$ cat config.mk
export PLATFORM = sky130hd
export DESIGN_NAME = cdbd_msf
export DESIGN_NICKNAME = d
export VERILOG_FILES = /design/src/hw/rtl/cd_block_decoder_controller_macros.svh /design/src/hw/rtl/cdbd_pkg.sv /design/src/hw/rtl/cdbd_msf.sv
export SDC_FILE = /design/constraint.sdc
export NUM_CORES = 1
export LEC_CHECK = 0
export ABC_CLOCK_PERIOD_IN_PS = 8400
export BUFFER_PORTS_ARGS = -buffer_cell sky130_fd_sc_hd__buf_2
export CAP_MARGIN = 20
export CORE_UTILIZATION = 50
export CTS_CLUSTER_SIZE = 40
export DETAILED_ROUTE_END_ITERATION = 16
export PLACE_DENSITY_LB_ADDON = 0.05
export REMOVE_ABC_BUFFERS = 1
export SETUP_SLACK_MARGIN = 0.4
export SLEW_MARGIN = 0
export SYNTH_ARGS = -nofsm -noshare
export SYNTH_HDL_FRONTEND = slang
export SYNTH_SLANG_ARGS = --single-unit
$ cat constraint.sdc
create_clock -name clk -period 8.4 [get_ports clk]
set_input_delay 0.84 -clock clk [delete_from_list [all_inputs] [get_ports clk]]
set_output_delay 0.84 -clock clk [all_outputs]
set_load 0.005 [all_outputs]
$ cat src/hw/rtl/cd_block_decoder_controller_macros.svh
// Assertion macros for the CD block decoder controller.
// Needs a clock named clk and an active-low reset named rst_n in scope.
`ifndef CD_BLOCK_DECODER_CONTROLLER_MACROS_SVH
`define CD_BLOCK_DECODER_CONTROLLER_MACROS_SVH

// Same-cycle implication
`define CDBD_ASSERT_IMP(label, ante, cons, msg) \
    label: assert property (@(posedge clk) disable iff (!rst_n) (ante) |-> (cons)) \
        else $error(msg);

// Next-cycle implication
`define CDBD_ASSERT_NXT(label, ante, cons, msg) \
    label: assert property (@(posedge clk) disable iff (!rst_n) (ante) |=> (cons)) \
        else $error(msg);

`endif

$ cat src/hw/rtl/cdbd_pkg.sv
// Shared constants and codes for the CD block decoder controller.
// No dependencies.
package cdbd_pkg;

    localparam logic [3:0] OP_SET_ADDR = 4'd0;
    localparam logic [3:0] OP_REG_RD   = 4'd1;
    localparam logic [3:0] OP_REG_WR   = 4'd2;
    localparam logic [3:0] OP_DECODE   = 4'd3;
    localparam logic [3:0] OP_SECTOR   = 4'd4;
    localparam logic [3:0] OP_DMA      = 4'd5;
    localparam logic [3:0] OP_HOST_RD  = 4'd6;
    localparam logic [3:0] OP_TICK     = 4'd7;
    localparam logic [3:0] OP_DMA_ADDR = 4'd8;

    // read addresses
    localparam logic [4:0] R_IFSTAT = 5'h01;
    localparam logic [4:0] R_DBC_L  = 5'h02;
    localparam logic [4:0] R_DBC_H  = 5'h03;
    localparam logic [4:0] R_HEAD0  = 5'h04;
    localparam logic [4:0] R_HEAD1  = 5'h05;
    localparam logic [4:0] R_HEAD2  = 5'h06;
    localparam logic [4:0] R_HEAD3  = 5'h07;
    localparam logic [4:0] R_PT_L   = 5'h08;
    localparam logic [4:0] R_PT_H   = 5'h09;
    localparam logic [4:0] R_WA_L   = 5'h0A;
    localparam logic [4:0] R_WA_H   = 5'h0B;
    localparam logic [4:0] R_STAT0  = 5'h0C;
    localparam logic [4:0] R_STAT1  = 5'h0D;
    localparam logic [4:0] R_STAT2  = 5'h0E;
    localparam logic [4:0] R_STAT3  = 5'h0F;

    // write addresses
    localparam logic [4:0] W_COMIN  = 5'h00;
    localparam logic [4:0] W_IFCTRL = 5'h01;
    localparam logic [4:0] W_DBC_L  = 5'h02;
    localparam logic [4:0] W_DBC_H  = 5'h03;
    localparam logic [4:0] W_DAC_L  = 5'h04;
    localparam logic [4:0] W_DAC_H  = 5'h05;
    localparam logic [4:0] W_DTRG   = 5'h06;
    localparam logic [4:0] W_DTACK  = 5'h07;
    localparam logic [4:0] W_WA_L   = 5'h08;
    localparam logic [4:0] W_WA_H   = 5'h09;
    localparam logic [4:0] W_CTRL0  = 5'h0A;
    localparam logic [4:0] W_CTRL1  = 5'h0B;
    localparam logic [4:0] W_PT_L   = 5'h0C;
    localparam logic [4:0] W_PT_H   = 5'h0D;
    localparam logic [4:0] W_CTRL2  = 5'h0E;
    localparam logic [4:0] W_RESET  = 5'h0F;

    // destination codes
    localparam logic [2:0] DST_HOST0 = 3'd2;
    localparam logic [2:0] DST_HOST1 = 3'd3;
    localparam logic [2:0] DST_PCM   = 3'd4;
    localparam logic [2:0] DST_PRG   = 3'd5;
    localparam logic [2:0] DST_WRAM  = 3'd7;

    localparam logic [1:0] TGT_NONE = 2'd0;
    localparam logic [1:0] TGT_PCM  = 2'd1;
    localparam logic [1:0] TGT_PRG  = 2'd2;
    localparam logic [1:0] TGT_WRAM = 2'd3;

    // irq bits
    localparam int IRQ_DEC_EN = 0;
    localparam int IRQ_XFR_EN = 1;
    localparam int IRQ_CMD_EN = 2;
    localparam int IRQ_DEC_PD = 3;
    localparam int IRQ_XFR_PD = 4;
    localparam int IRQ_CMD_PD = 5;
    // status bits
    localparam int ST_ENABLE = 0;
    localparam int ST_ACTIVE = 1;
    localparam int ST_BUSY   = 2;
    localparam int ST_WAIT   = 3;
    // transfer bits
    localparam int TF_ENABLE = 0;
    localparam int TF_ACTIVE = 1;
    localparam int TF_BUSY   = 2;
    localparam int TF_WAIT   = 3;
    localparam int TF_READY  = 4;
    localparam int TF_DONE   = 5;
    // decoder bits
    localparam int DF_ENABLE = 0;
    localparam int DF_MODE   = 1;
    localparam int DF_FORM   = 2;
    localparam int DF_VALID  = 3;
    // control bits
    localparam int CB_WRITE_REQ = 2;
    localparam int CB_AUTO_CORR = 4;
    localparam int CB_HEAD      = 7;
    localparam int CB_FORM      = 9;
    localparam int CB_MODE      = 10;
    localparam int CB_CMD_BREAK = 18;

    localparam logic [15:0] BLOCK_BYTES = 16'd2352;
    localparam logic [16:0] SYNC_TAIL   = 17'd2340;
    localparam logic [16:0] SYNC_BYTES  = 17'd12;
    localparam logic [10:0] LAST_WORD   = 11'd1175;
    localparam logic [20:0] LEADIN      = 21'd150;
    localparam logic [19:0] WRAM_BASE0  = 20'h80000;
    localparam logic [19:0] WRAM_BASE1  = 20'hC0000;

    typedef struct packed {
        logic        start;
        logic [19:0] frame;
    } msf_req_t;

    typedef struct packed {
        logic        busy;
        logic        done;
        logic [23:0] header;
    } msf_rsp_t;

endpackage

$ cat src/hw/rtl/cdbd_msf.sv
// Absolute frame to BCD minute/second/frame header, two-stage unit.
// Depends on cdbd_pkg.
module cdbd_msf
(
    input  logic               clk,
    input  logic               rst_n,
    input  cdbd_pkg::msf_req_t req,
    output cdbd_pkg::msf_rsp_t rsp
);

    localparam logic [19:0] RECIP75 = 20'd894785;  // ceil(2^26/75)
    localparam logic [13:0] RECIP60 = 14'd8739;    // ceil(2^19/60)

    logic        v1_reg;
    logic        v2_reg;
    logic [19:0] a_reg;
    logic [12:0] q75_reg;
    logic [12:0] q75b_reg;
    logic [6:0]  fr_reg;
    logic [7:0]  min_reg;
    logic [39:0] p1;
    logic [26:0] p2;
    logic [19:0] fr_wide;
    logic [12:0] sec_wide;

    function automatic logic [7:0] to_bcd(input logic [7:0] v);
        logic [18:0] t;
        logic [3:0]  tens;
        logic [7:0]  units;
        begin
            t     = 19'(v) * 19'd205;
            tens  = t[14:11];
            units = v - 8'(tens) * 8'd10;
            to_bcd = {tens, units[3:0]};
        end
    endfunction

    assign p1       = req.frame * RECIP75;
    assign fr_wide  = a_reg - 20'(q75_reg) * 20'd75;
    assign p2       = 27'(q75_reg) * 27'(RECIP60);
    assign sec_wide = q75b_reg - 13'(min_reg) * 13'd60;

    always_ff @(posedge clk or negedge rst_n)
    begin
        if (!rst_n)
        begin
            v1_reg <= 1'b0;
            v2_reg <= 1'b0;
        end
        else
        begin
            v1_reg <= req.start;
            v2_reg <= v1_reg;
        end
    end

    always_ff @(posedge clk)
    begin
        a_reg    <= req.frame;
        q75_reg  <= p1[38:26];
        fr_reg   <= fr_wide[6:0];
        q75b_reg <= q75_reg;
        min_reg  <= p2[26:19];
    end

    assign rsp.busy   = v1_reg | v2_reg;
    assign rsp.done   = v2_reg;
    assign rsp.header = {to_bcd(min_reg), to_bcd(8'(sec_wide[5:0])), to_bcd(8'(fr_reg))};

endmodule

=== Word level (Yosys, flattened, before mapping) ===
Index checks and enable logic that the tools add are counted.

* Memories kept: 0
* Bits in writable memories: 0
* Output and inout port bits: 26
* Bits in latches: 0
* ROM bits: 0
* Bits of input ports: 23
* Logic and storage cells: 23
* Flip-flop bits (word level): 43

* Multiply operators: 10
* Equal/unequal tests: 0
* Shifts and indexed selects: 0
* Magnitude comparators: 0
* $add $sub $neg: 5
* Reduce and logical (&&, ||, !) cells: 0
* Divide/modulo/power cells: 0
* Mux-type cells: 0
* Bitwise gates (word level): 1

{| class="wikitable"
|+ Operators with widths
! cell !! number
|-
| $mul 20x20->39 const B || 1
|-
| $mul 13x14->27 const B || 1
|-
| $mul 7x8->15 const B || 1
|-
| $mul 8x8->15 const B || 1
|-
| $mul 6x8->14 const B || 1
|-
| $mul 13x7->7 const B || 1
|-
| $sub 4x4->4 || 3
|-
| $mul 4x3->3 const B || 2
|-
| $mul 8x4->4 const B || 1
|-
| $sub 7x7->7 || 1
|-
| $sub 6x6->6 || 1
|-
| $mul 3x3->3 const B || 1
|-
| $or 1x1->1 || 1
|}

=== Logic depth before layout (Yosys ltp) ===
* Word-level depth: 5
* Depth in mapped cells: 29
* Depth with buffers taken out: 28

=== Worst setup path after synthesis ===
No wires, ideal clock.

* Path kind: reg-to-output
* From: register min_reg[0]
* To: output rsp[11] (netlist bit)
* Path buffers: 1
* Stages on the path, launching flop included: 27
* Slack: 1494 ps
* Data required time: 7560 ps
* Data arrival time: 6066 ps
* Cells stage by stage: dfxtp_1 > ha_1 > ha_1 > ha_1 > inv_1 > ha_1 > xnor2_1 > inv_1 > ha_1 > ha_1 > or2_2 > fa_1 > ha_1 > a211oi_1 > o21ai_1 > a31o_1 > clkbuf_1 > a21oi_1 > xnor2_1 > inv_1 > fa_1 > xnor2_1 > xnor2_1 > nor3_1 > mux2i_1 > o311ai_1 > nor4_1

{| class="wikitable"
|+ RTL lines
! item !! RTL line !! RTL
|-
| start, declared || cdbd_msf.sv:20 || <nowiki>logic [7:0] min_reg;</nowiki>
|-
| start signal, assigned || cdbd_msf.sv:63 || <nowiki>min_reg <= p2[26:19];</nowiki>
|-
| end, declared || cdbd_msf.sv:8 || <nowiki>output cdbd_pkg::msf_rsp_t rsp</nowiki>
|}

==> flow_summary_export.csv <==
group,metric,value,unit
synthesis,async_reset_ff_share,4.651,%
routing,detail-route-antenna-nets,0,
sta,max_freq,132.3,MHz
floorplan,fp-row-count,56,
final_layout,fin_nets,1825,
sta,skew,0.006220,ns
synthesis,synth-seq-cells,43,
synthesis,netlist_top_cells_area,"ha_1, fa_1, inv_1",
floorplan,die_w,157.3,µm
routing,wl,22.46,mm
floorplan,ios,49,
critical_path,ff2ff_setup_slack,4.02,ns
clock_tree,hold_buffers,0,
clock_tree,cts_tree,"yes",
final_layout,drive_above_1_share,5.721,%
sta,fin_tns_setup,0,ns
clock_tree,h-tree-depth,2,
clock_tree,root_buffer,"clkbuf_16",
sta,relSlewSlack,59.55,%
sta,tightest_slew,0.6059,ns
synthesis,avgSynthCellArea,9.839,µm²
routing,route.detailed.vias_per_inst,4.816,
synthesis,synthFlopType,"dfxtp_1",
critical_path,cp_max_fo,9,
floorplan,initial_utilization,51.24,%
final_layout,n_antenna_cell,0,
global_routing,grt_pass1_wl,38.03,mm
synthesis,synth.cell_area,12060,µm²
global_routing,grt_start_max_net_pins,16,
final_layout,largest_reg_flops,13,
final_layout,syn_to_final_growth,6.597,%
clock_tree,clock_latency,0.29,ns
global_routing,grt_pass1_vias,7922,
sta,finalHoldViolCount,0,
floorplan,core_area,23540,µm²
critical_path,path_class,"reg2out",
routing,vias,7682,
global_routing,track_usage,19.86,%
place,dpl.cell_count,1586,
hold_path,hold_path_class,"in2async",
sta,holdWs,0.3176,ns
clock_tree,clk_pin_slew,0.06,ns
synthesis,synth_top_cell_by_area,"ha_1",
sta,finalMaxSlewViolations,0,
sta,rsz0062_at_grt,"false",
clock_tree,cts_buffer_depth,2,
sta,layout_setup_ws,0.8435,ns
place,place.port_buffers,47,
floorplan,die-area,24750,µm²
routing,first_pass_iters,4,
critical_path,arrival,6.72,ns
synthesis,synth_top_area_share,36.10,%
final_layout,instances_no_fill,1595,
critical_path,worstPathRequired,7.56,ns
sta,finalSetupViolCount,0,
critical_path,start_kind,"register",
floorplan,dieHeight,157.3,µm
synthesis,synth_edf_count,0,
synthesis,syn_inst,1226,
synthesis,yosysSeqAreaShare,7.219,%
place,dp_hpwl,20.52,mm
run,drv_cap,0,
critical_path,ff2ff_path_depth,17,
global_routing,grt_antenna_before_repair,0,
synthesis,yosys_warnings,0,
place,dp_slack,1.022,ns
global_routing,gr-total-overflow,0,
critical_path,end_kind,"primary output",
place,place.gp.congestion,0.7951,
sta,fin_crit,7.556,ns
routing,post-route-drc-count,0,
clock_tree,numCtsBuffers,5,
routing,drt_iter0_drc,163,
sta,finalCritPeriodShare,89.96,%
outcome,status,"finished clean",
routing,avgRoutedWirePerCell,14.08,µm
clock_tree,clock_sinks,43,
synthesis,synth_cell_types,55,
==> synthesized netlist by cell type (all sizes together), types with 3 or more instances <==
cell type,n
nand3,7
and2,3
a21o,13
xnor2,49
a211oi,4
nand2,21
o21ai,21
inv,385
dfxtp,41
ha,348
fa,179
o211ai,3
or2,4
xor2,19
buf,5
o21bai,6
nor2,18
nand4,5
a31o,3
o21a,4
a21oi,34
a31oi,6
nor3,16
==> metrics by stage <==
stage / utilization, % / instance area (µm²)
detailed placement: 53.76 / 12660
global placement: 53.76 / 12660
CTS: 54.49 / 12830
global route: 54.62 / 12860
floorplan: - / 12020
finish: 54.62 / 12860
==> cell families (layout without fill, tap and decap cells) <==
kind of cell / after synthesis / in the layout / synth area share, %
adders and majority gates: 527 / 527 / 65.80
buffers and inverters: 391 / 441 / 12.32
xor gates and xnor gates: 68 / 68 / 4.937
DFF: 43 / 43 / 7.219
and+or+nand+nor: 89 / 89 / 3.786
muxes: 1 / 1 / 0.08298
other: 1 / 1 / 0.03109
AOI/OAI and AO/OA: 106 / 106 / 5.819
==> area by class of cell <==
class	instances	area, µm²
fillers	2212	10680
multi-input cells	792	9728
inverters	385	1445
flip-flops and latches	43	870.8
well taps	319	399.1
repair buffers	48	242.7
clock buffers	5	125.1
clock inverters	3	47.55
==> per-layer routing <==
metal  share of wire (%)  GRT usage, %
met1                  49         26.90
met2                  48         34.91
met3                 1.8         1.514
met4                 1.0         3.560
met5                   0             0
==> what timing repair did <==
item | 4_1_cts | 5_1_grt
setup endpoints to repair | 0 | 1
setup buffers | 0 | 1
gates resized for setup | 0 | 4
hold endpoints to repair | 0 | 0
==> cells in the final DEF (no fill, tap or decap), drive strengths merged, types with 3 or more instances in the layout <==
cell / instances
inv: 386
ha: 348
fa: 179
xnor2: 49
buf: 48
dfxtp: 41
a21oi: 34
nand2: 21
o21ai: 21
xor2: 19
nor2: 18
nor3: 16
a21o: 13
nand3: 7
a31oi: 6
o21bai: 6
nand4: 5
clkbuf: 5
or2: 4
o21a: 4
a211oi: 4
o211ai: 3
a31o: 3
and2: 3
==> critical path, stage by stage, from the launching register on <==
cell      delay (ns)
dfxtp_1         0.35
ha_1            0.39
ha_1            0.31
ha_1            0.31
inv_1           0.05
ha_1            0.31
a21oi_1         0.25
xnor2_2         0.13
ha_1            0.26
ha_1            0.20
or2_2           0.30
fa_1            0.48
ha_1            0.32
a211oi_1        0.23
o21ai_1         0.10
a31o_2          0.31
a21oi_1         0.26
xnor2_1         0.16
inv_1           0.08
fa_1            0.41
xnor2_1         0.29
xnor2_2         0.18
buf_4           0.17
and4_1          0.18
nor4_1          0.22
buf_2           0.16
==> worst paths after layout <==
path / from / end
max: min_reg[0] / rsp[11]
min: rst_n / v1_reg
max reg2reg: q75_reg[5] / min_reg[6]
min reg2reg: v1_reg / v2_reg
max in group asynchronous: rst_n / v2_reg
min in group clk: v1_reg / v2_reg
Power is not shown: default switching activity piles up to over one toggle a cycle in this logic, so the estimate is an artifact.
